**src/sv/pss_pkg.sv**
```systemverilog
// ----------------------------------------------------------------------------
// pss_pkg
// Shared types, constants and helpers for the pointer shift sample store.
// ----------------------------------------------------------------------------
package pss_pkg;

    localparam int LEVEL_W     = 16;
    localparam int ATTEN_W     = 9;
    localparam int STAGE_NUM_W = 4;
    localparam int PLUG_W      = 4;
    localparam int CFG_IDX_W   = 2;
    localparam int CFG_DATA_W  = 45;
    localparam int ATTEN_PER_REG = 5;
    localparam int NUM_DET     = 7;
    localparam int PROD_W      = LEVEL_W + ATTEN_W + 1;

    localparam logic signed [LEVEL_W-1:0] TEN_VOLTS = 16'sd20480;
    localparam logic signed [LEVEL_W-1:0] LEVEL_MAX = 16'sd32767;
    localparam logic signed [LEVEL_W-1:0] LEVEL_MIN = -16'sd32768;
    localparam logic [ATTEN_W-1:0]        UNITY     = 9'd256;
    localparam logic signed [LEVEL_W-1:0] LOW_THR_RST  = 16'sd205;
    localparam logic signed [LEVEL_W-1:0] HIGH_THR_RST = 16'sd2048;
    localparam logic [CFG_DATA_W-1:0]     ATTEN_RST    = 45'd17626613022976;

    // detector slots
    localparam int DET_SRC_UP    = 0;
    localparam int DET_SRC_DOWN  = 1;
    localparam int DET_SRC_RESET = 2;
    localparam int DET_DST_UP    = 3;
    localparam int DET_DST_DOWN  = 4;
    localparam int DET_DST_RESET = 5;
    localparam int DET_SAMPLE    = 6;

    // plugged_mask bits
    localparam int PLUG_EXT       = 0;
    localparam int PLUG_DST_UP    = 1;
    localparam int PLUG_DST_DOWN  = 2;
    localparam int PLUG_DST_RESET = 3;

    typedef enum logic [CFG_IDX_W-1:0] {
        CFG_EDGE_LOW   = 2'd0,
        CFG_EDGE_HIGH  = 2'd1,
        CFG_ATTEN_LOW  = 2'd2,
        CFG_ATTEN_HIGH = 2'd3
    } cfg_index_t;

    typedef struct packed {
        logic signed [LEVEL_W-1:0] external_level;
        logic [PLUG_W-1:0]         plugged_mask;
        logic signed [LEVEL_W-1:0] src_up_level;
        logic signed [LEVEL_W-1:0] src_down_level;
        logic signed [LEVEL_W-1:0] src_reset_level;
        logic signed [LEVEL_W-1:0] dst_up_level;
        logic signed [LEVEL_W-1:0] dst_down_level;
        logic signed [LEVEL_W-1:0] dst_reset_level;
        logic signed [LEVEL_W-1:0] sample_level;
    } tick_item_t;

    typedef struct packed {
        logic [STAGE_NUM_W-1:0]    stage_number;
        logic signed [LEVEL_W-1:0] stage_level;
        logic                      gate_on;
        logic                      source_mark;
        logic                      last_stage;
    } result_item_t;

    typedef struct packed {
        logic accept;
        logic fetch;
        logic write;
        logic read;
        logic mult;
        logic load;
    } ctrl_cmd_t;

    typedef struct packed {
        logic sample;
        logic last;
    } dp_status_t;

    // returns {armed_next, edge}
    function automatic logic [1:0] schmitt(
        input logic                      armed,
        input logic signed [LEVEL_W-1:0] level,
        input logic signed [LEVEL_W-1:0] low_thr,
        input logic signed [LEVEL_W-1:0] high_thr
    );
        logic [1:0] r;
        if (armed)
            r = {!(level <= low_thr), 1'b0};
        else if (level >= high_thr)
            r = 2'b11;
        else
            r = 2'b00;
        return r;
    endfunction

endpackage

```
**src/sv/pss_channels.sv**
```systemverilog
// ----------------------------------------------------------------------------
// pss channels
// Valid/ready channels for tick items and stage result items.
// ----------------------------------------------------------------------------
interface pss_tick_if;
    logic                valid;
    logic                ready;
    pss_pkg::tick_item_t data;

    modport source (output valid, output data, input ready);
    modport sink   (input valid, input data, output ready);
endinterface

interface pss_result_if;
    logic                  valid;
    logic                  ready;
    pss_pkg::result_item_t data;

    modport source (output valid, output data, input ready);
    modport sink   (input valid, input data, output ready);
endinterface

```
**src/sv/pss_ctrl.sv**
```systemverilog
// ----------------------------------------------------------------------------
// pss_ctrl
// Sequencer: takes a tick, runs the sample move, then walks the stages.
// ----------------------------------------------------------------------------
module pss_ctrl
(
    input  logic                   clk,
    input  logic                   rst_n,
    input  logic                   tick_valid,
    output logic                   tick_ready,
    output logic                   result_valid,
    input  logic                   result_ready,
    input  pss_pkg::dp_status_t    status,
    output pss_pkg::ctrl_cmd_t     cmd
);

    typedef enum logic [2:0] {
        ST_IDLE,
        ST_FETCH,
        ST_WRITE,
        ST_READ,
        ST_MULT,
        ST_EMIT
    } state_t;

    state_t state_reg, state_next;
    logic   out_valid_reg, out_valid_next;
    logic   slot_free;

    assign slot_free = !out_valid_reg || result_ready;

    always_comb
    begin
        cmd        = '0;
        cmd.accept = (state_reg == ST_IDLE) && tick_valid;
        cmd.fetch  = (state_reg == ST_FETCH);
        cmd.write  = (state_reg == ST_WRITE) && status.sample;
        cmd.read   = (state_reg == ST_READ);
        cmd.mult   = (state_reg == ST_MULT);
        cmd.load   = (state_reg == ST_EMIT) && slot_free;
    end

    always_comb
    begin
        state_next     = state_reg;
        out_valid_next = out_valid_reg && !result_ready;
        case (state_reg)
            ST_IDLE:
                if (tick_valid)
                    state_next = ST_FETCH;
            ST_FETCH:
                state_next = ST_WRITE;
            ST_WRITE:
                state_next = ST_READ;
            ST_READ:
                state_next = ST_MULT;
            ST_MULT:
                state_next = ST_EMIT;
            ST_EMIT:
                if (slot_free)
                begin
                    out_valid_next = 1'b1;
                    state_next     = status.last ? ST_IDLE : ST_READ;
                end
            default:
                state_next = ST_IDLE;
        endcase
    end

    always_ff @(posedge clk or negedge rst_n)
    begin
        if (!rst_n)
        begin
            state_reg     <= ST_IDLE;
            out_valid_reg <= 1'b0;
        end
        else
        begin
            state_reg     <= state_next;
            out_valid_reg <= out_valid_next;
        end
    end

    assign tick_ready   = (state_reg == ST_IDLE);
    assign result_valid = out_valid_reg;

endmodule

```
**src/sv/pss_datapath.sv**
```systemverilog
// ----------------------------------------------------------------------------
// pss_datapath
// Edge detectors, pointers, stage memory, attenuator multiply and result
// register.
// ----------------------------------------------------------------------------
module pss_datapath
#(
    parameter int STAGE_COUNT = 10
)
(
    input  logic                                 clk,
    input  logic                                 rst_n,
    input  pss_pkg::ctrl_cmd_t                   cmd,
    output pss_pkg::dp_status_t                  status,
    input  pss_pkg::tick_item_t                  tick_data,
    output pss_pkg::result_item_t                result_data,
    input  logic                                 wr_en,
    input  logic [pss_pkg::CFG_IDX_W-1:0]        wr_index,
    input  logic [pss_pkg::CFG_DATA_W-1:0]       wr_data
);

    localparam int PTR_W = $clog2(STAGE_COUNT);
    localparam logic [PTR_W-1:0] LAST_PTR = PTR_W'(STAGE_COUNT - 1);
    localparam logic [PTR_W-1:0] DST_RST  = PTR_W'(7 % STAGE_COUNT);
    localparam int LW = pss_pkg::LEVEL_W;
    localparam int AW = pss_pkg::ATTEN_W;

    function automatic logic [PTR_W-1:0] ptr_dec(input logic [PTR_W-1:0] p);
        return (p == '0) ? LAST_PTR : p - 1'b1;
    endfunction

    function automatic logic [PTR_W-1:0] ptr_inc(input logic [PTR_W-1:0] p);
        return (p == LAST_PTR) ? '0 : p + 1'b1;
    endfunction

    // configuration
    logic signed [LW-1:0]              low_thr_reg, high_thr_reg;
    logic [pss_pkg::CFG_DATA_W-1:0]    atten_lo_reg, atten_hi_reg;

    // control state
    logic [pss_pkg::NUM_DET-1:0] armed_reg, armed_next;
    logic [PTR_W-1:0]            src_ptr_reg, src_ptr_next;
    logic [PTR_W-1:0]            dst_ptr_reg, dst_ptr_next;
    logic                        sample_reg, sample_next;
    logic [PTR_W-1:0]            idx_reg;
    logic [STAGE_COUNT-1:0]      written_reg;

    // payload
    logic signed [LW-1:0]                  ext_sel_reg;
    logic signed [LW-1:0]                  stage_mem [STAGE_COUNT];
    logic signed [LW-1:0]                  rd_data_reg;
    logic                                  rd_valid_reg;
    logic signed [pss_pkg::PROD_W-1:0]     prod_reg;
    pss_pkg::result_item_t                 out_reg;

    logic [PTR_W-1:0]            rd_addr;
    logic signed [LW-1:0]        rd_value;
    logic signed [LW-1:0]        wr_value;
    logic [AW-1:0]               atten_arr [STAGE_COUNT];
    logic signed [pss_pkg::PROD_W-1:0] prod_next;
    logic signed [LW+1:0]        scaled;
    logic signed [LW-1:0]        level_sat;

    // tick update: detectors and pointers
    always_comb
    begin
        logic [1:0] s_up, s_dn, s_rs, d_up, d_dn, d_rs, smp;
        logic       e_up, e_dn, e_rs;
        armed_next = armed_reg;

        s_up = pss_pkg::schmitt(armed_reg[pss_pkg::DET_SRC_UP],
                                tick_data.src_up_level, low_thr_reg, high_thr_reg);
        s_dn = pss_pkg::schmitt(armed_reg[pss_pkg::DET_SRC_DOWN],
                                tick_data.src_down_level, low_thr_reg, high_thr_reg);
        s_rs = pss_pkg::schmitt(armed_reg[pss_pkg::DET_SRC_RESET],
                                tick_data.src_reset_level, low_thr_reg, high_thr_reg);
        d_up = pss_pkg::schmitt(armed_reg[pss_pkg::DET_DST_UP],
                                tick_data.dst_up_level, low_thr_reg, high_thr_reg);
        d_dn = pss_pkg::schmitt(armed_reg[pss_pkg::DET_DST_DOWN],
                                tick_data.dst_down_level, low_thr_reg, high_thr_reg);
        d_rs = pss_pkg::schmitt(armed_reg[pss_pkg::DET_DST_RESET],
                                tick_data.dst_reset_level, low_thr_reg, high_thr_reg);
        smp  = pss_pkg::schmitt(armed_reg[pss_pkg::DET_SAMPLE],
                                tick_data.sample_level, low_thr_reg, high_thr_reg);

        armed_next[pss_pkg::DET_SRC_UP]    = s_up[1];
        armed_next[pss_pkg::DET_SRC_DOWN]  = s_dn[1];
        armed_next[pss_pkg::DET_SRC_RESET] = s_rs[1];
        armed_next[pss_pkg::DET_SAMPLE]    = smp[1];

        e_up = s_up[0];
        e_dn = s_dn[0];
        e_rs = s_rs[0];

        src_ptr_next = src_ptr_reg;
        if (s_up[0])
            src_ptr_next = ptr_dec(src_ptr_next);
        if (s_dn[0])
            src_ptr_next = ptr_inc(src_ptr_next);
        if (s_rs[0])
            src_ptr_next = LAST_PTR;

        // unplugged destination controls follow the source edges
        if (tick_data.plugged_mask[pss_pkg::PLUG_DST_UP])
        begin
            armed_next[pss_pkg::DET_DST_UP] = d_up[1];
            e_up = d_up[0];
        end
        if (tick_data.plugged_mask[pss_pkg::PLUG_DST_DOWN])
        begin
            armed_next[pss_pkg::DET_DST_DOWN] = d_dn[1];
            e_dn = d_dn[0];
        end
        if (tick_data.plugged_mask[pss_pkg::PLUG_DST_RESET])
        begin
            armed_next[pss_pkg::DET_DST_RESET] = d_rs[1];
            e_rs = d_rs[0];
        end

        dst_ptr_next = dst_ptr_reg;
        if (e_up)
            dst_ptr_next = ptr_dec(dst_ptr_next);
        if (e_dn)
            dst_ptr_next = ptr_inc(dst_ptr_next);
        if (e_rs)
            dst_ptr_next = LAST_PTR;

        sample_next = smp[0];
    end

    // attenuator per stage
    always_comb
    begin
        for (int i = 0; i < STAGE_COUNT; i++)
        begin
            if (i < pss_pkg::ATTEN_PER_REG)
                atten_arr[i] = atten_lo_reg[AW*i +: AW];
            else if (i < 2 * pss_pkg::ATTEN_PER_REG)
                atten_arr[i] = atten_hi_reg[AW*(i - pss_pkg::ATTEN_PER_REG) +: AW];
            else
                atten_arr[i] = pss_pkg::UNITY;
        end
    end

    // source 0 takes the external level, so the wrapped fetch is never used
    assign rd_addr  = cmd.fetch ? ptr_dec(src_ptr_reg) : idx_reg;
    assign rd_value = rd_valid_reg ? rd_data_reg : pss_pkg::TEN_VOLTS;
    assign wr_value = (src_ptr_reg == '0) ? ext_sel_reg : rd_value;

    assign prod_next = rd_value * $signed({1'b0, atten_arr[idx_reg]});
    assign scaled    = prod_reg[pss_pkg::PROD_W-1:8];

    always_comb
    begin
        if (scaled > (LW+2)'(pss_pkg::LEVEL_MAX))
            level_sat = pss_pkg::LEVEL_MAX;
        else if (scaled < (LW+2)'(pss_pkg::LEVEL_MIN))
            level_sat = pss_pkg::LEVEL_MIN;
        else
            level_sat = scaled[LW-1:0];
    end

    always_ff @(posedge clk or negedge rst_n)
    begin
        if (!rst_n)
        begin
            low_thr_reg  <= pss_pkg::LOW_THR_RST;
            high_thr_reg <= pss_pkg::HIGH_THR_RST;
            atten_lo_reg <= pss_pkg::ATTEN_RST;
            atten_hi_reg <= pss_pkg::ATTEN_RST;
            armed_reg    <= '1;
            src_ptr_reg  <= LAST_PTR;
            dst_ptr_reg  <= DST_RST;
            sample_reg   <= 1'b0;
            idx_reg      <= '0;
            written_reg  <= '0;
            rd_valid_reg <= 1'b0;
        end
        else
        begin
            if (wr_en)
            begin
                case (pss_pkg::cfg_index_t'(wr_index))
                    pss_pkg::CFG_EDGE_LOW:   low_thr_reg  <= wr_data[LW-1:0];
                    pss_pkg::CFG_EDGE_HIGH:  high_thr_reg <= wr_data[LW-1:0];
                    pss_pkg::CFG_ATTEN_LOW:  atten_lo_reg <= wr_data;
                    pss_pkg::CFG_ATTEN_HIGH: atten_hi_reg <= wr_data;
                    default: ;
                endcase
            end
            if (cmd.accept)
            begin
                armed_reg   <= armed_next;
                src_ptr_reg <= src_ptr_next;
                dst_ptr_reg <= dst_ptr_next;
                sample_reg  <= sample_next;
                idx_reg     <= '0;
            end
            if (cmd.write)
                written_reg[dst_ptr_reg] <= 1'b1;
            if (cmd.fetch || cmd.read)
                rd_valid_reg <= written_reg[rd_addr];
            if (cmd.load)
                idx_reg <= (idx_reg == LAST_PTR) ? '0 : idx_reg + 1'b1;
        end
    end

    always_ff @(posedge clk)
    begin
        if (cmd.accept)
            ext_sel_reg <= tick_data.plugged_mask[pss_pkg::PLUG_EXT] ?
                           tick_data.external_level : pss_pkg::TEN_VOLTS;
        if (cmd.write)
            stage_mem[dst_ptr_reg] <= wr_value;
        if (cmd.fetch || cmd.read)
            rd_data_reg <= stage_mem[rd_addr];
        if (cmd.mult)
            prod_reg <= prod_next;
        if (cmd.load)
        begin
            out_reg.stage_number <= pss_pkg::STAGE_NUM_W'(idx_reg);
            out_reg.stage_level  <= level_sat;
            out_reg.gate_on      <= (idx_reg == dst_ptr_reg);
            out_reg.source_mark  <= (idx_reg == src_ptr_reg);
            out_reg.last_stage   <= (idx_reg == LAST_PTR);
        end
    end

    assign status.sample = sample_reg;
    assign status.last   = (idx_reg == LAST_PTR);
    assign result_data   = out_reg;

endmodule

```
**src/sv/pointer_shift_sample_store.sv**
```systemverilog
// ----------------------------------------------------------------------------
// pointer_shift_sample_store
// Pointer-addressed shift-register sample store: edge-driven source and
// destination pointers, sample move, one attenuated result per stage.
// ----------------------------------------------------------------------------
// channel   dir  handshake      payload
// tick      in   valid/ready    pss_pkg::tick_item_t
// result    out  valid/ready    pss_pkg::result_item_t, STAGE_COUNT per tick
// wr_*      in   wr_en only     register index and 45-bit data
//
// A tick is accepted, then the sample move fetches and writes through the
// stage memory's single port, then each stage is read, multiplied and
// emitted in turn. tick.ready is high only between ticks. A stalled
// result holds the walk at the emit step.
// Reset restores thresholds, attenuators, pointers and detectors at once;
// unwritten stages read as 10 V through per-stage written flags.
// ----------------------------------------------------------------------------
module pointer_shift_sample_store
#(
    parameter int STAGE_COUNT = 10
)
(
    input  logic                              clk,
    input  logic                              rst_n,
    pss_tick_if.sink                          tick,
    pss_result_if.source                      result,
    input  logic                              wr_en,
    input  logic [pss_pkg::CFG_IDX_W-1:0]     wr_index,
    input  logic [pss_pkg::CFG_DATA_W-1:0]    wr_data
);

    pss_pkg::ctrl_cmd_t  cmd;
    pss_pkg::dp_status_t status;

    pss_ctrl u_ctrl
    (
        .clk          (clk),
        .rst_n        (rst_n),
        .tick_valid   (tick.valid),
        .tick_ready   (tick.ready),
        .result_valid (result.valid),
        .result_ready (result.ready),
        .status       (status),
        .cmd          (cmd)
    );

    pss_datapath #(.STAGE_COUNT(STAGE_COUNT)) u_datapath
    (
        .clk         (clk),
        .rst_n       (rst_n),
        .cmd         (cmd),
        .status      (status),
        .tick_data   (tick.data),
        .result_data (result.data),
        .wr_en       (wr_en),
        .wr_index    (wr_index),
        .wr_data     (wr_data)
    );

endmodule

```
**src/flat_wrapper.sv**
```systemverilog
// flat-port wrapper written by rule: the top's interface ports become plain ports
module pointer_shift_sample_store_flat 
#(
    parameter int STAGE_COUNT = 10
)
  (clk, rst_n, wr_en, wr_index, wr_data, tick_valid, tick_data, tick_ready, result_valid, result_data, result_ready);
  pss_tick_if tick_i ();
  pss_result_if result_i ();
  input  logic clk;
  input  logic rst_n;
  input  logic wr_en;
  input  logic [pss_pkg::CFG_IDX_W-1:0] wr_index;
  input  logic [pss_pkg::CFG_DATA_W-1:0] wr_data;
  input wire logic [$bits(tick_i.valid)-1:0] tick_valid;
  input wire logic [$bits(tick_i.data)-1:0] tick_data;
  output wire logic [$bits(tick_i.ready)-1:0] tick_ready;
  output wire logic [$bits(result_i.valid)-1:0] result_valid;
  output wire logic [$bits(result_i.data)-1:0] result_data;
  input wire logic [$bits(result_i.ready)-1:0] result_ready;
  assign tick_i.valid = tick_valid;
  assign tick_i.data = tick_data;
  assign tick_ready = tick_i.ready;
  assign result_valid = result_i.valid;
  assign result_data = result_i.data;
  assign result_i.ready = result_ready;
  pointer_shift_sample_store #(.STAGE_COUNT(STAGE_COUNT)) u_core (.clk(clk), .rst_n(rst_n), .tick(tick_i), .result(result_i), .wr_en(wr_en), .wr_index(wr_index), .wr_data(wr_data));
endmodule
```
**config.mk**
```make
export PLATFORM = sky130hd
export DESIGN_NAME = pointer_shift_sample_store_flat
export DESIGN_NICKNAME = d
export VERILOG_FILES = /design/src/sv/pss_pkg.sv /design/src/sv/pss_channels.sv /design/src/sv/pss_ctrl.sv /design/src/sv/pss_datapath.sv /design/src/sv/pointer_shift_sample_store.sv /design/src/flat_wrapper.sv
export SDC_FILE = /design/constraint.sdc
export NUM_CORES = 1
export LEC_CHECK = 0
export BUFFER_PORTS_ARGS = -buffer_cell sky130_fd_sc_hd__buf_2
export CAP_MARGIN = 40
export CORE_ASPECT_RATIO = 0.5
export CORE_MARGIN = 1
export CORE_UTILIZATION = 43
export DETAILED_ROUTE_END_ITERATION = 8
export PLACE_DENSITY_LB_ADDON = 0.08
export SKIP_CTS_REPAIR_TIMING = 1
export SLEW_MARGIN = 30
export SYNTH_ARGS = -nofsm -noshare
export SYNTH_HDL_FRONTEND = slang
export SYNTH_SLANG_ARGS = --single-unit
```
**constraint.sdc**
```tcl
create_clock -name clk -period 17.77 [get_ports clk]
set_input_delay 0 -clock clk [delete_from_list [all_inputs] [get_ports clk]]
set_output_delay 0 -clock clk [all_outputs]
set_load 0.005 [all_outputs]
```
### Word-level counts from Yosys, hierarchy flattened

Memories as Yosys holds them, arrays and structs flattened. A register that Yosys moved wholly into a read port is not among the register bits.
Index checks and enable logic that the tools add are counted.

* mux-type cells: 49
* $mul: 1
* $add $sub $neg: 5
* order comparisons: 20
* reductions and logical operators: 29
* bitwise gates (word level): 2
* eq/ne operators: 15

Operators by type and width (count)
* 16-bit >= comparator: 7
* 16-bit less-or-equal comparator: 7
* 4-bit two-way mux: 14
* 16-bit two-way mux: 3
* 9-bit binary-select mux with 4-bit select: 1
* 2-bit two-way mux: 15
* 16-bit by 10-bit multiplier with 26-bit output: 1
* 18-bit by 16-bit > comparator with 1-bit output, second input constant: 1
* 18-bit by 16-bit less-than comparator with 1-bit output, second input constant: 1
* 9-bit two-way mux: 2
* 3-bit one-hot mux with 6 select lines: 1
* 2-bit AND reduction: 8
* 4-bit by 1-bit adder with 4-bit output, second input constant: 3
* 4-bit equality test, second input constant: 3
* 4-bit by 5-bit less-than comparator with 1-bit output, second input constant: 2
* 10-bit OR: 1
* 1-bit zero test: 9
* 1-bit two-way mux: 9
* 4-bit equality test: 2
* 4-bit zero test: 2
* 4-bit by 1-bit subtractor with 4-bit output, second input constant: 2
* 3-bit by 2-bit equality test with 1-bit output, second input constant: 2
* 3-bit equality test, second input constant: 2
* 3-bit two-way mux: 2
* 14 further kinds: 21

* register bits after elaboration: 222
* bits in writable memories: 160
* logic and storage cells: 145
* memories: 1
* bits of input ports: 184

Memory list
* u_core.u_datapath.stage_mem: depth 10, width 16, read ports 1, clocked after Yosys merged registers in 1, wr ports 1, line pss_datapath.sv:50 `logic signed [LW-1:0] stage_mem [STAGE_COUNT];`

### Depth between registers and ports, before layout

Gate-level depths: netlist of the first run.

* depth in word-level cells: 9
* depth in mapped cells: 30
* gate-level depth less buffers: 25

### Modules after synthesis

Synthesis of the first run repeated with hierarchy kept, for this count alone.

* cells, all modules: 2524
* area total of the unflattened synthesis: 26778.2 um2

By module, submodules not included
* pss_datapath: cells an instance 2501, sequential area each 10860.4 um2, times used 1, area each 26560.5 um2
* pss_ctrl: cells an instance 23, sequential area each 100.1 um2, times used 1, area each 217.7 um2

### Worst setup path after synthesis of the first run

Ideal clock, no wire load.

* path type: reg2reg
* start point: register u_core.u_datapath.idx_reg[0]
* end point: register u_core.u_datapath.prod_reg[25] (netlist bit), data pin
* cell stages (with the launch flop): 28
* library setup time: 260 ps
* arrival time: 6850 ps
* setup slack: 10660 ps
* required time: 17510 ps
* period minus slack after synthesis: 7110 ps
* cells stage by stage: dfrtp_1 -> buf_4 -> buf_6 -> buf_2 -> buf_2 -> buf_2 -> mux2_2 -> a22oi_1 -> o22a_1 -> nor2_1 -> fa_1 -> inv_1 -> fa_1 -> inv_1 -> fa_1 -> fa_1 -> inv_1 -> fa_1 -> inv_1 -> ha_1 -> a211oi_1 -> o211ai_1 -> a32o_1 -> a41o_1 -> a21o_1 -> a21oi_1 -> o21ai_1 -> xnor2_1

* cells in the longest elaborated chain, start to end: 5

RTL lines
* from (decl): line pss_datapath.sv:45 `logic [PTR_W-1:0] idx_reg;`
* from (signal assigned): line pss_datapath.sv:204 `idx_reg <= (idx_reg == LAST_PTR) ? '0 : idx_reg + 1'b1;`
* 4-bit NOT with 5-bit output (not written as such): line pss_datapath.sv:150 `assign prod_next = rd_value * $signed({1'b0, atten_arr[idx_reg]});`
* 9-bit binary-select mux with 4-bit select: line pss_datapath.sv:150
* 9-bit two-way mux (not written as such) (2 in a row): line pss_datapath.sv:150
* 16-bit by 10-bit multiplier with 26-bit output: line pss_datapath.sv:150
* net u_core.u_datapath.prod_next, one bit: line pss_datapath.sv:60 `logic signed [pss_pkg::PROD_W-1:0] prod_next;`
* to (signal assigned): line pss_datapath.sv:218 `prod_reg <= prod_next;`
* to (decl): line pss_datapath.sv:53 `logic signed [pss_pkg::PROD_W-1:0] prod_reg;`

The timed path passes the listed nets, and every way through them passes these cells. The select of a mux whose other input is x is not followed.
A chain may end at the register's enable or synchronous reset.

### Worst setup path after layout of the first run

Same ends and word-level chain as after synthesis.

==> results of run 1 <==
layout by cell type, fill, tap and decap left out, drive strengths merged, types with 82 or more instances in the layout:
| cell | count |
|---|---|
| buf | 262 |
| dlygate4sd3 | 82 |
| edfxtp | 233 |
| nand2 | 206 |
| ha | 285 |
| inv | 199 |
| mux2 | 120 |
| fa | 121 |
| a21oi | 98 |
| dfrtp | 129 |
| o21ai | 99 |
| nor2 | 186 |
through the flow:
step                      power [uW]  utilization [%]  hold WS [ns]
after global routing            7170             50.7      -0.00349
after CTS                       6570             49.2        -0.647
after global placement          5620             47.0         0.185
after detailed placement        5710             47.2       -0.0690
final                           6530             50.7       -0.0144
after floorplan                 4670                -        -0.296
cell families after synthesis:
logic type / share of synthesized area, %
AND/OR/NAND/NOR: 12.0
multiplexers: 9.38
AO/OA/AOI/OAI: 9.83
XOR/XNOR: 1.21
flip-flops: 41.0
buffers and inverters: 4.09
adder cells (fa/ha/maj): 22.4
routing by layer:
layer  track usage, %  part of all wire, %  wire length, um  vias to the layer above
li1                 -                    -                -                     9160
met5                0                    0                0                        -
met3             3.54                  4.7             3470                       85
met4             4.94                  1.9             1450                        0
met1             32.7                   47            34800                     9636
met2             38.4                   47            34700                      403
worst max-delay path, delay by kind of cell (launching register included):
| kind | cells | cell delay, ns |
|---|---|---|
| xor+xnor | 1 | 0.13 |
| buf+inv | 3 | 0.62 |
| compound gates | 10 | 2.54 |
| fa+ha+maj | 6 | 2.84 |
| mux | 1 | 0.59 |
| simple gates | 1 | 0.13 |
| flops | 1 | 0.48 |
final cells by class:
cell class / instances / area (um^2)
multi-input cells: 1702 / 14700
clock buffers: 54 / 1080
clock inverters: 15 / 150
well taps: 825 / 1030
flip-flops and latches: 390 / 11000
inverters: 194 / 728
fillers: 5552 / 30200
repair buffers: 346 / 2340
diodes: 3 / 7.51
path summary, 6_finish.rpt:
path	start	endpoint	slack (ns)
setup / recovery	u_core.u_datapath.idx_reg[0]$_DFFE_PN0P_	u_core.u_datapath.prod_reg[25]$_DFFE_PP_	10.19
min in group asynchronous	rst_n	u_core.u_datapath.low_thr_reg[2]$_DFFE_PN1P_	0.04
max in group asynchronous	rst_n	u_core.u_datapath.atten_lo_reg[26]$_DFFE_PN1P_	16.62
hold reg to reg	u_core.u_datapath.written_reg[1]$_DFFE_PN0P_	u_core.u_datapath.written_reg[1]$_DFFE_PN0P_	0.46
setup reg to reg	u_core.u_datapath.idx_reg[0]$_DFFE_PN0P_	u_core.u_datapath.prod_reg[25]$_DFFE_PP_	10.19
hold / removal	tick_data[112]	u_core.u_datapath.ext_sel_reg[6]$_SDFFCE_PN0P_	-0.01
power groups by stage:
| stage | registers, uW | clock network [uW] | logic (uW) |
|---|---|---|---|
| floorplan | 1430 | 0 | 3250 |
| global placement | 1520 | 0 | 4100 |
| detailed placement | 1510 | 0 | 4200 |
| CTS | 1490 | 846 | 4230 |
| global route | 1510 | 878 | 4780 |
| finish | 1490 | 826 | 4210 |
==> metrics.log, run 1 <==
INFO  metric run_status = finished, violations left
INFO  metric violated_checks = hold timing
INFO  metric final_area = 31,100 um^2
INFO  metric number_of_enable_type_register_cells_in_the_synthesized_netlist = 233
INFO  metric yosysUniqueCellTypes = 79
INFO  metric timing.max_cap.violations = 0
INFO  metric final_period_minus_worst_setup_slack = 7.58 ns
INFO  metric largest_net_degree_at_the_start_of_global_routing = 59
INFO  metric yosysTopAreaCell = sky130_fd_sc_hd__edfxtp_1
INFO  metric antenna_left = 0
INFO  metric async_reset_ff_share = 40.3%
INFO  metric worst_hold_path.num_cells = 2
INFO  metric postLayoutSetupSlackWorst = 10.19 ns
INFO  metric ir_worst_vdd = 0.257 mV
INFO  metric finish.cell_count_without_fillers = 3,529
INFO  metric flow.area_growth_from_synthesis = 16.3%
INFO  metric clock_sink_count = 390
INFO  metric timing.critical_path.fanout_max = 34
INFO  metric swShare = 44.8%
INFO  metric power_frac_clock = 12.7%
INFO  metric top_level_ports = 209
INFO  metric dp_cells = 3,369
INFO  metric number_of_cells_on_the_worst_reg_to_reg_path = 22
INFO  metric final_layout_size_suffix_gt1_share = 20.5%
INFO  metric die_h = 178 um
INFO  metric pwr-share-seq = 22.8%
INFO  metric fp.dieArea = 63,200 um^2
INFO  metric cellInternalPower = 3610 uW
INFO  metric final_routed_drc_violation_total = 0
INFO  metric power_leakage = 0.0135 uW
INFO  metric globalRouteOverflowTotal = 0
INFO  metric cts_max_level = 2
INFO  metric worstSetupEndpointType = register
INFO  metric data_required_critical_path = 18.07 ns
INFO  metric tightest_slew = 0.752 ns
INFO  metric most_frequent_cells_after_synthesis = 285 x sky130_fd_sc_hd__ha_1, 233 x sky130_fd_sc_hd__edfxtp_1, 206 x sky130_fd_sc_hd__nand2_1
INFO  metric crit_arrival = 7.89 ns
INFO  metric tritoncts.num_buffers = 40
INFO  metric vias_per_cell = 5.46
INFO  metric setup_viol = 0
INFO  metric design.core.area = 61,300 um^2
INFO  metric timing.setup.critical_path_class = register to register
INFO  metric power-per-cell-area = 210 nW/um^2
INFO  metric timing.critical_path.from_type = register
INFO  metric grt_pass1_wl = 112 mm
INFO  metric cts_root_buf = sky130_fd_sc_hd__clkbuf_16
INFO  metric die_w = 354 um
INFO  metric critical-path-max-stage-delay = 0.59 ns
INFO  metric dr.first_iter.drc_count = 1,248
INFO  metric post-synth-top-count-cell = sky130_fd_sc_hd__ha_1
INFO  metric synth_cells = 2,374
INFO  metric cp_common_cell = sky130_fd_sc_hd__fa_1
INFO  metric worstPathCellList = buf_4 -> mux4_2 -> a22oi_1 -> o22a_1 -> nor2_1 -> fa_1 -> fa_1 -> inv_1 -> fa_1 -> inv_1 -> fa_1 -> fa_1 -> ha_1 -> a21o_1 -> a211oi_1 -> o211ai_1 -> a32o_1 -> a41o_1 -> a21o_1 -> a21oi_1 -> o21ai_1 -> xnor2_1
INFO  metric synth.ff_latch_count = 390
INFO  metric syn-num-nets = 2,964
INFO  metric detailedPlace.worstSlack = 10.16 ns
INFO  metric floorplan.initialDensity = 43.6%
INFO  metric p_comb_share = 64.6%
INFO  metric timing.hold.ws = -0.0144 ns
INFO  metric route.detailed.wl_per_inst = 21.1 um
INFO  metric critical_path.slowest_cell = sky130_fd_sc_hd__mux4_2
INFO  metric total_switching_power = 2920 uW
INFO  metric drt_pre_antenna_iters = 7
INFO  metric grt_pass1_vias = 18,800
INFO  metric place.gp.congestion = 0.895
INFO  metric rsz0062_at_grt = false
INFO  metric detail_route.wirelength = 74.5 mm
INFO  metric cts_tree = yes
INFO  metric hold_path_class = input pin to register
INFO  metric max_freq = 0.132 GHz
INFO  metric layout.nets = 3,264
INFO  metric vias = 19,300
INFO  metric core.rowCount = 64
INFO  metric total_placed_instance_area = 28,900 um^2
INFO  metric path_clk_slew = 0.06 ns
INFO  metric synth_top_area_cells = sky130_fd_sc_hd__edfxtp_1 26%, sky130_fd_sc_hd__ha_1 13%, sky130_fd_sc_hd__dfrtp_1 12%, sky130_fd_sc_hd__fa_1 9.1%, sky130_fd_sc_hd__mux2_2 5.1%
INFO  metric syn-cell-area = 26,700 um^2
INFO  metric finalMaxSlewViolations = 0
INFO  metric clock_skew = 0.0206 ns
INFO  metric clock_path_buffers = 3
INFO  metric clock_insertion_delay_worst_skew = 0.55 ns
INFO  metric number_of_antenna_violations_at_the_first_check_in_global_routing = 4
INFO  metric synth_top_area_share = 26.2%
INFO  metric report.final.hold_viol_count = 6
INFO  metric synth.yosys.warnings = 0
INFO  metric tns = 0 ns
INFO  metric grt_use_total = 23.3%
INFO  metric relSlewSlack = 49.6%
INFO  metric syn-mean-instance-area = 11.2 um^2
INFO  metric synth-seq-area-share = 41.0%
INFO  metric port_buffers = 208
INFO  metric largest_register_ff_count = 160
INFO  metric timing.final.crit_share = 42.7%
INFO  metric synth_ff_type = sky130_fd_sc_hd__edfxtp_1
INFO  metric hpwlAfterDp = 54.2 mm
Power figures use the tool's default switching activity.
==> inputs of run 2 (changes only) <==
==> constraint.sdc (replaced) <==
create_clock -name clk -period 7.45 [get_ports clk]
set_input_delay 0 -clock clk [delete_from_list [all_inputs] [get_ports clk]]
set_output_delay 0 -clock clk [all_outputs]
set_load 0.005 [all_outputs]
==> run 2 against run 1 <==
  * The flow now finishes without violations
  * Cell area is 0.76% higher
  * Flip-flop and latch count is the same
  * Worst hold slack better by 0.016 ns
  * Setup slack got worse by 9.8 ns
  * Clock skew rose by 0.0045 ns
  * Critical endpoint unchanged
  * Largest power group unchanged
  * Highest routed layer is now met5
==> metrics.log, run 2 (same netlist as run 1, synthesis figures left out) <==
INFO  metric run_status = finished clean (was finished, violations left)
INFO  metric final_layout_size_suffix_gt1_share = 21.5% (was 20.5%)
INFO  metric grt_use_total = 23.4% (was 23.3%)
INFO  metric swShare = 44.5% (was 44.8%)
INFO  metric flow.area_growth_from_synthesis = 17.2% (was 16.3%)
INFO  metric power.total = 15,600 uW (was 6530 uW)
INFO  metric clock_insertion_delay_worst_skew = 0.56 ns (was 0.55 ns)
INFO  metric clock_path_buffers = 3 (unchanged)
INFO  metric dp_cells = 3,383 (was 3,369)
INFO  metric critical-path-max-stage-delay = 0.55 ns (was 0.59 ns)
INFO  metric hold_path_class = input pin to register (unchanged)
INFO  metric cts_tree = yes (unchanged)
INFO  metric route.detailed.wl_per_inst = 21.0 um (was 21.1 um)
INFO  metric port_buffers = 208 (unchanged)
INFO  metric core.rowCount = 64 (unchanged)
INFO  metric fin_util = 51.1% (was 50.7%)
INFO  metric place.gp.congestion = 0.885 (was 0.895)
INFO  metric worstPathCellList = buf_4 -> mux2_2 -> a22oi_1 -> o22a_2 -> nor2_1 -> fa_1 -> inv_1 -> fa_1 -> inv_1 -> fa_1 -> fa_1 -> inv_1 -> fa_1 -> inv_1 -> ha_1 -> a211oi_1 -> o211ai_1 -> a32o_1 -> a41o_1 -> a21o_1 -> a21oi_1 -> o21ai_1 -> xnor2_1 (was buf_4 -> mux4_2 -> a22oi_1 -> o22a_1 -> nor2_1 -> fa_1 -> fa_1 -> inv_1 -> fa_1 -> inv_1 -> fa_1 -> fa_1 -> ha_1 -> a21o_1 -> a211oi_1 -> o211ai_1 -> a32o_1 -> a41o_1 -> a21o_1 -> a21oi_1 -> o21ai_1 -> xnor2_1)
INFO  metric total_switching_power = 6920 uW (was 2920 uW)
INFO  metric dr.first_iter.drc_count = 1,300 (was 1,248)
INFO  metric grt_pass1_vias = 18,600 (was 18,800)
INFO  metric clock_skew = 0.0251 ns (was 0.0206 ns)
INFO  metric critical_path.slowest_cell = sky130_fd_sc_hd__dfrtp_4 (was sky130_fd_sc_hd__mux4_2)
INFO  metric cts_max_level = 2 (unchanged)
INFO  metric final_period_minus_worst_setup_slack = 7.05 ns (was 7.58 ns)
INFO  metric finish.cell_count_without_fillers = 3,552 (was 3,529)
INFO  metric relSlewSlack = 45.7% (was 49.6%)
INFO  metric tightest_slew = 0.809 ns (was 0.752 ns)
INFO  metric number_of_antenna_violations_at_the_first_check_in_global_routing = 4 (unchanged)
INFO  metric rsz0062_at_grt = false (unchanged)
INFO  metric report.final.hold_viol_count = 0 (was 6)
INFO  metric ir_worst_vdd = 0.551 mV (was 0.257 mV)
INFO  metric vias_per_cell = 5.43 (was 5.46)
INFO  metric design.core.area = 61,300 um^2 (unchanged)
INFO  metric tritoncts.num_buffers = 40 (unchanged)
INFO  metric p_comb_share = 63.6% (was 64.6%)
INFO  metric data_required_critical_path = 7.75 ns (was 18.07 ns)
INFO  metric grt_pass1_wl = 112 mm (about the same)
INFO  metric crit_buf_inv = 5 (was 3)
INFO  metric die_w = 354 um (unchanged)
INFO  metric setup_viol = 0 (unchanged)
INFO  metric power_leakage = 0.0137 uW (was 0.0135 uW)
INFO  metric antenna_left = 0 (unchanged)
INFO  metric largest_register_ff_count = 160 (unchanged)
INFO  metric top_level_ports = 209 (unchanged)
INFO  metric detail_route.wirelength = 74.7 mm (was 74.5 mm)
INFO  metric timing.setup.critical_path_class = register to register (unchanged)
INFO  metric hpwlAfterDp = 54.8 mm (was 54.2 mm)
INFO  metric power-per-cell-area = 497 nW/um^2 (was 210 nW/um^2)
INFO  metric tns = 0 ns (unchanged)
INFO  metric vias = 19,300 (about the same)
INFO  metric drt_pre_antenna_iters = 7 (unchanged)
INFO  metric crit_arrival = 7.35 ns (was 7.89 ns)
INFO  metric die_h = 178 um (unchanged)
INFO  metric cellInternalPower = 8640 uW (was 3610 uW)
INFO  metric power_frac_clock = 13.3% (was 12.7%)
INFO  metric path_clk_slew = 0.06 ns (about the same)
INFO  metric finalMaxSlewViolations = 0 (unchanged)
INFO  metric most_common_cell_after_layout_fill_and_taps_aside = sky130_fd_sc_hd__ha_1 (unchanged)
INFO  metric fill_cells = 5,532 (was 5,552)
INFO  metric cp_common_cell = sky130_fd_sc_hd__fa_1 (unchanged)
INFO  metric worstSetupEndpointType = register (unchanged)
INFO  metric clock_sink_count = 390 (unchanged)
INFO  metric layout_common_cells = 285 x sky130_fd_sc_hd__ha_1, 233 x sky130_fd_sc_hd__edfxtp_1, 215 x sky130_fd_sc_hd__buf_2 (was 285 x sky130_fd_sc_hd__ha_1, 233 x sky130_fd_sc_hd__edfxtp_1, 217 x sky130_fd_sc_hd__buf_2)
INFO  metric timing.critical_path.fanout_max = 12 (was 34)
INFO  metric floorplan.initialDensity = 43.6% (unchanged)
INFO  metric timing.final.crit_share = 94.7% (was 42.7%)
INFO  metric layout.nets = 3,283 (was 3,264)
INFO  metric max_freq = 0.142 GHz (was 0.132 GHz)
INFO  metric final_routed_drc_violation_total = 0 (unchanged)
INFO  metric timing.max_cap.violations = 0 (unchanged)
INFO  metric pwr-share-seq = 23.1% (was 22.8%)
INFO  metric globalRouteOverflowTotal = 0 (unchanged)
INFO  metric fp.dieArea = 63,200 um^2 (unchanged)
INFO  metric crit_family = adder cells (unchanged)
INFO  metric largest_net_degree_at_the_start_of_global_routing = 62 (was 59)
INFO  metric cts_root_buf = sky130_fd_sc_hd__clkbuf_16 (unchanged)
INFO  metric timing.critical_path.from_type = register (unchanged)
==> run 2: cell count changes in the layout (fill, tap and decap cells not counted), moves of 3 or more <==
| cell | before | now |
|---|---|---|
| sky130_fd_sc_hd__clkbuf_1 | 11 | 2 |
| sky130_fd_sc_hd__buf_4 | 36 | 52 |
| sky130_fd_sc_hd__clkinv_1 | 4 | 1 |
| sky130_fd_sc_hd__inv_6 | 5 | 2 |
| sky130_fd_sc_hd__inv_8 | 0 | 3 |
| sky130_fd_sc_hd__clkinv_2 | 3 | 9 |
| sky130_fd_sc_hd__clkinv_4 | 0 | 4 |
| sky130_fd_sc_hd__clkinvlp_4 | 0 | 5 |
| sky130_fd_sc_hd__dlygate4sd3_1 | 82 | 87 |
==> run 2: area by class of cell <==
cell class / instances / area (um^2) / share of cell area [%]
Inverter: 194 / 728 / 2.33
Clock inverter: 28 / 279 / 0.892
Timing Repair Buffer: 365 / 2490 / 7.96
Multi-Input combinational cell: 1702 / 14700 / 47.1
Clock buffer: 45 / 1050 / 3.35
Tap cell: 825 / 1030 / 3.30
Sequential cell: 390 / 11000 / 35.0
Antenna cell: 3 / 7.51 / 0.0240
==> run 2: per-stage QoR <==
stage | instance area, um^2 | hold WS (ns) | worst slack, ns
after floorplan | 26700 | -0.296 | 0.340
after global placement | 28900 | 0.186 | 0.260
after detailed placement | 29000 | -0.0515 | 0.139
after CTS | 30300 | -0.645 | 0.143
after global routing | 31300 | 0.0132 | 0.0630
final | 31300 | 0.00170 | 0.398
==> run 2: worst reg2reg max path, delay by kind of cell (launching register included) <==
kind	cells	cell delay [ns]
AND/OR/NAND/NOR	1	0.09
multiplexers	1	0.35
buffers and inverters	5	0.47
flip-flops	1	0.55
XOR/XNOR	1	0.13
adder cells (fa/ha/maj)	6	2.91
AO/OA/AOI/OAI	9	2.30
==> run 2: worst paths after layout <==
check / start / endpoint / slack (ns) / cells past startpoint
worst max-delay path: u_core.u_datapath.idx_reg[0]$_DFFE_PN0P_ / u_core.u_datapath.prod_reg[25]$_DFFE_PP_ / 0.40 / 23
worst min-delay path: wr_index[0] / u_core.u_datapath.low_thr_reg[3]$_DFFE_PN1P_ / 0.002 / 5
worst max register to register: u_core.u_datapath.idx_reg[0]$_DFFE_PN0P_ / u_core.u_datapath.prod_reg[25]$_DFFE_PP_ / 0.40 / 23
worst min register to register: u_core.u_datapath.written_reg[6]$_DFFE_PN0P_ / u_core.u_datapath.written_reg[6]$_DFFE_PN0P_ / 0.46 / 1
max in group asynchronous: rst_n / u_core.u_datapath.high_thr_reg[11]$_DFFE_PN1P_ / 6.39 / 5
min in group asynchronous: rst_n / u_core.u_datapath.low_thr_reg[2]$_DFFE_PN1P_ / 0.12 / 2
==> run 2: per-layer routing <==
layer	GRT usage, %	vias to the layer above	part of all wire (%)
li1	-	9184	-
met4	5.75	2	2.1
met1	32.9	9533	46
met3	3.26	91	5.0
met5	0	-	0.015
met2	38.2	487	46
==> run 2: power groups by stage <==
stage / combinational, uW / clock (uW) / sequential (uW)
after floorplan: 7740 / 0 / 3410
after global placement: 9770 / 0 / 3680
after detailed placement: 9900 / 0 / 3660
after CTS: 9960 / 2110 / 3620
after global routing: 11300 / 2200 / 3650
final: 9900 / 2060 / 3600
==> inputs of run 3 (changes only) <==
==> constraint.sdc (replaced) <==
create_clock -name clk -period 5.75 [get_ports clk]
set_input_delay 0 -clock clk [delete_from_list [all_inputs] [get_ports clk]]
set_output_delay 0 -clock clk [all_outputs]
set_load 0.005 [all_outputs]
==> run 3 against run 2 <==
  * The run now ends with hold timing, setup timing left
  * Flip-flop and latch count stayed put
  * Global-route usage is 0.44 points higher
  * First-iteration DRC count down 14%
  * Fmax increased by 11%
  * Critical path type unchanged
  * Largest cell class unchanged
==> metrics.log, run 3 (same netlist as run 1, synthesis figures left out) <==
INFO  metric dr.first_iter.drc_count = 1,115 (was 1,300)
INFO  metric cp_common_cell = sky130_fd_sc_hd__fa_1 (unchanged)
INFO  metric fill_cells = 5,369 (was 5,532)
INFO  metric largest_net_degree_at_the_start_of_global_routing = 66 (was 62)
INFO  metric die_h = 178 um (unchanged)
INFO  metric floorplan.initialDensity = 43.6% (unchanged)
INFO  metric top_level_ports = 209 (unchanged)
INFO  metric final_period_minus_worst_setup_slack = 6.37 ns (was 7.05 ns)
INFO  metric clock_insertion_delay_worst_skew = 0.56 ns (about the same)
INFO  metric detailed_route_wirelength_on_metal2 = 35.5 mm (was 34.7 mm)
INFO  metric rsz0062_at_grt = true (was false)
INFO  metric worstSetupEndpointType = register (unchanged)
INFO  metric data_required_critical_path = 6.05 ns (was 7.75 ns)
INFO  metric critical_path.slowest_cell = sky130_fd_sc_hd__fa_1 (was sky130_fd_sc_hd__dfrtp_4)
INFO  metric power-per-cell-area = 726 nW/um^2 (was 497 nW/um^2)
INFO  metric dp_cells = 3,485 (was 3,383)
INFO  metric grt_use_total = 23.8% (was 23.4%)
INFO  metric report.final.hold_viol_count = 6 (was 0)
INFO  metric final-seq-area = 11,000 um^2 (about the same)
INFO  metric globalRouteOverflowTotal = 0 (unchanged)
INFO  metric route.detailed.wl_per_inst = 20.9 um (was 21.0 um)
INFO  metric postLayoutSetupSlackWorst = -0.619 ns (was 0.398 ns)
INFO  metric core.rowCount = 64 (unchanged)
INFO  metric antenna_left = 0 (unchanged)
INFO  metric vias_per_cell = 5.41 (was 5.43)
INFO  metric detailroute.wirelength.met3 = 3.18 mm (was 3.74 mm)
INFO  metric timing.final.crit_share = 111% (was 94.7%)
INFO  metric hold_path_class = input pin to register (unchanged)
INFO  metric fin_util = 53.3% (was 51.1%)
INFO  metric clock_skew = 0.0174 ns (was 0.0251 ns)
INFO  metric crit_family = adder cells (unchanged)
INFO  metric finish.cell_count_without_fillers = 3,657 (was 3,552)
INFO  metric layout.nets = 3,388 (was 3,283)
INFO  metric design.core.area = 61,300 um^2 (unchanged)
INFO  metric die_w = 354 um (unchanged)
INFO  metric cts_tree = yes (unchanged)
INFO  metric drt_pre_antenna_iters = 4 (was 7)
INFO  metric power_leakage = 0.0142 uW (was 0.0137 uW)
INFO  metric crit_arrival = 6.67 ns (was 7.35 ns)
INFO  metric relSlewSlack = 46.2% (was 45.7%)
INFO  metric timing.critical_path.from_type = register (unchanged)
INFO  metric multi_input_area = 15,200 um^2 (was 14,700 um^2)
INFO  metric grt_pass1_wl = 114 mm (was 112 mm)
INFO  metric tritoncts.num_buffers = 40 (unchanged)
INFO  metric clock_sink_count = 390 (unchanged)
INFO  metric detail_route.wirelength = 76.4 mm (was 74.7 mm)
INFO  metric final_routed_drc_violation_total = 0 (unchanged)
INFO  metric highest_layer = met5 (unchanged)
INFO  metric tightest_slew = 0.801 ns (was 0.809 ns)
INFO  metric port_buffers = 208 (unchanged)
INFO  metric most_common_cell_after_layout_fill_and_taps_aside = sky130_fd_sc_hd__ha_1 (unchanged)
INFO  metric total_placed_instance_area = 30,100 um^2 (was 29,000 um^2)
INFO  metric cts_max_level = 2 (unchanged)
INFO  metric final_area = 32,600 um^2 (was 31,300 um^2)
INFO  metric timing.max_cap.violations = 0 (unchanged)
INFO  metric crit_buf_inv = 6 (was 5)
INFO  metric final_layout_size_suffix_gt1_share = 26.7% (was 21.5%)
INFO  metric timing.critical_path.fanout_max = 6 (was 12)
INFO  metric largest_register_ff_count = 160 (unchanged)
INFO  metric flow.area_growth_from_synthesis = 22.3% (was 17.2%)
INFO  metric detailedPlace.worstSlack = -0.696 ns (was 0.139 ns)
INFO  metric vias = 19,800 (was 19,300)
INFO  metric worstPathCellList = buf_4 -> buf_4 -> and3_4 -> o41ai_4 -> buf_12 -> nand2_4 -> fa_1 -> inv_1 -> fa_1 -> inv_1 -> fa_1 -> inv_1 -> fa_1 -> fa_1 -> ha_4 -> a21o_1 -> a211oi_4 -> o211ai_1 -> a32o_1 -> a41o_4 -> a21o_1 -> a21oi_2 -> o21ai_1 -> xnor2_1 (was buf_4 -> mux2_2 -> a22oi_1 -> o22a_2 -> nor2_1 -> fa_1 -> inv_1 -> fa_1 -> inv_1 -> fa_1 -> fa_1 -> inv_1 -> fa_1 -> inv_1 -> ha_1 -> a211oi_1 -> o211ai_1 -> a32o_1 -> a41o_1 -> a21o_1 -> a21oi_1 -> o21ai_1 -> xnor2_1)
INFO  metric run_status = finished, violations left (was finished clean)
INFO  metric place.gp.congestion = 0.892 (was 0.885)
INFO  metric timing.hold.ws = -0.0341 ns (was 0.00170 ns)
INFO  metric finalMaxSlewViolations = 0 (unchanged)
INFO  metric fp.dieArea = 63,200 um^2 (unchanged)
INFO  metric timing.setup.critical_path_class = register to register (unchanged)
INFO  metric max_freq = 0.157 GHz (was 0.142 GHz)
INFO  metric cts_root_buf = sky130_fd_sc_hd__clkbuf_16 (unchanged)
INFO  metric layout_common_cells = 275 x sky130_fd_sc_hd__ha_1, 233 x sky130_fd_sc_hd__edfxtp_1, 212 x sky130_fd_sc_hd__buf_2 (was 285 x sky130_fd_sc_hd__ha_1, 233 x sky130_fd_sc_hd__edfxtp_1, 215 x sky130_fd_sc_hd__buf_2)
INFO  metric ir_worst_vdd = 0.847 mV (was 0.551 mV)
INFO  metric setup_viol = 13 (was 0)
INFO  metric violated_checks = hold timing, setup timing
INFO  metric number_of_antenna_violations_at_the_first_check_in_global_routing = 6 (was 4)
INFO  metric wl_met1 = 35.9 mm (was 34.7 mm)
INFO  metric hpwlAfterDp = 56.1 mm (was 54.8 mm)
INFO  metric clock_path_buffers = 3 (unchanged)
INFO  metric path_clk_slew = 0.06 ns (about the same)
INFO  metric grt_pass1_vias = 19,300 (was 18,600)
INFO  metric critical-path-max-stage-delay = 0.56 ns (was 0.55 ns)
[run 3: stage by stage]
stage | TNS (ns) | total power (uW)
global placement | -6.22 | 20200
finish | -5.49 | 23700
CTS | -7.30 | 23300
detailed placement | -7.32 | 20400
global route | -9.15 | 26100
floorplan | -4.12 | 15100
[run 3: worst register-to-register path, delay by kind of cell, from the launching register on]
kind | cells | cell delay, ns
AO/OA/AOI/OAI | 9 | 1.95
XOR/XNOR | 1 | 0.13
adder cells (fa/ha/maj) | 6 | 2.74
buffers and inverters | 6 | 0.63
flip-flops | 1 | 0.44
AND/OR/NAND/NOR | 2 | 0.23
[run 3: layout make-up]
cell class | count | share of cell area (%)
diodes | 4 | 0.0307
clock buffers | 51 | 3.25
clock inverters | 21 | 0.881
inverters | 194 | 2.23
multi-input cells | 1702 | 46.5
flip-flops and latches | 390 | 33.6
well taps | 825 | 3.16
repair buffers | 470 | 10.3
[run 3: where the power goes]
part / switching (uW) / total, uW / internal (uW)
clock network: 1140 / 2740 / 1590
logic: 8330 / 16300 / 8000
registers: 443 / 4640 / 4200
total: 9920 / 23700 / 13800
[run 3: path summary, 6_finish.rpt]
kind | start | end | slack, ns | cells past startpoint
worst min-delay path | tick_data[87] | u_core.u_datapath.armed_reg[1]$_DFFE_PN1P_ | -0.03 | 4
max in group asynchronous | rst_n | u_core.u_datapath.atten_hi_reg[35]$_DFFE_PN1P_ | 4.69 | 4
worst max register to register | u_core.u_datapath.idx_reg[1]$_DFFE_PN0P_ | u_core.u_datapath.prod_reg[25]$_DFFE_PP_ | -0.62 | 24
worst max-delay path | u_core.u_datapath.idx_reg[1]$_DFFE_PN0P_ | u_core.u_datapath.prod_reg[25]$_DFFE_PP_ | -0.62 | 24
worst min register to register | u_core.u_datapath.written_reg[4]$_DFFE_PN0P_ | u_core.u_datapath.written_reg[4]$_DFFE_PN0P_ | 0.46 | 1
min in group asynchronous | rst_n | u_core.u_datapath.high_thr_reg[4]$_DFFE_PN0P_ | -0.01 | 2
[run 3: per-layer routing]
| metal | vias up | GRT usage [%] |
|---|---|---|
| met5 | - | 0 |
| li1 | 9414 | - |
| met3 | 99 | 3.26 |
| met4 | 4 | 6.27 |
| met1 | 9854 | 33.3 |
| met2 | 430 | 39.1 |
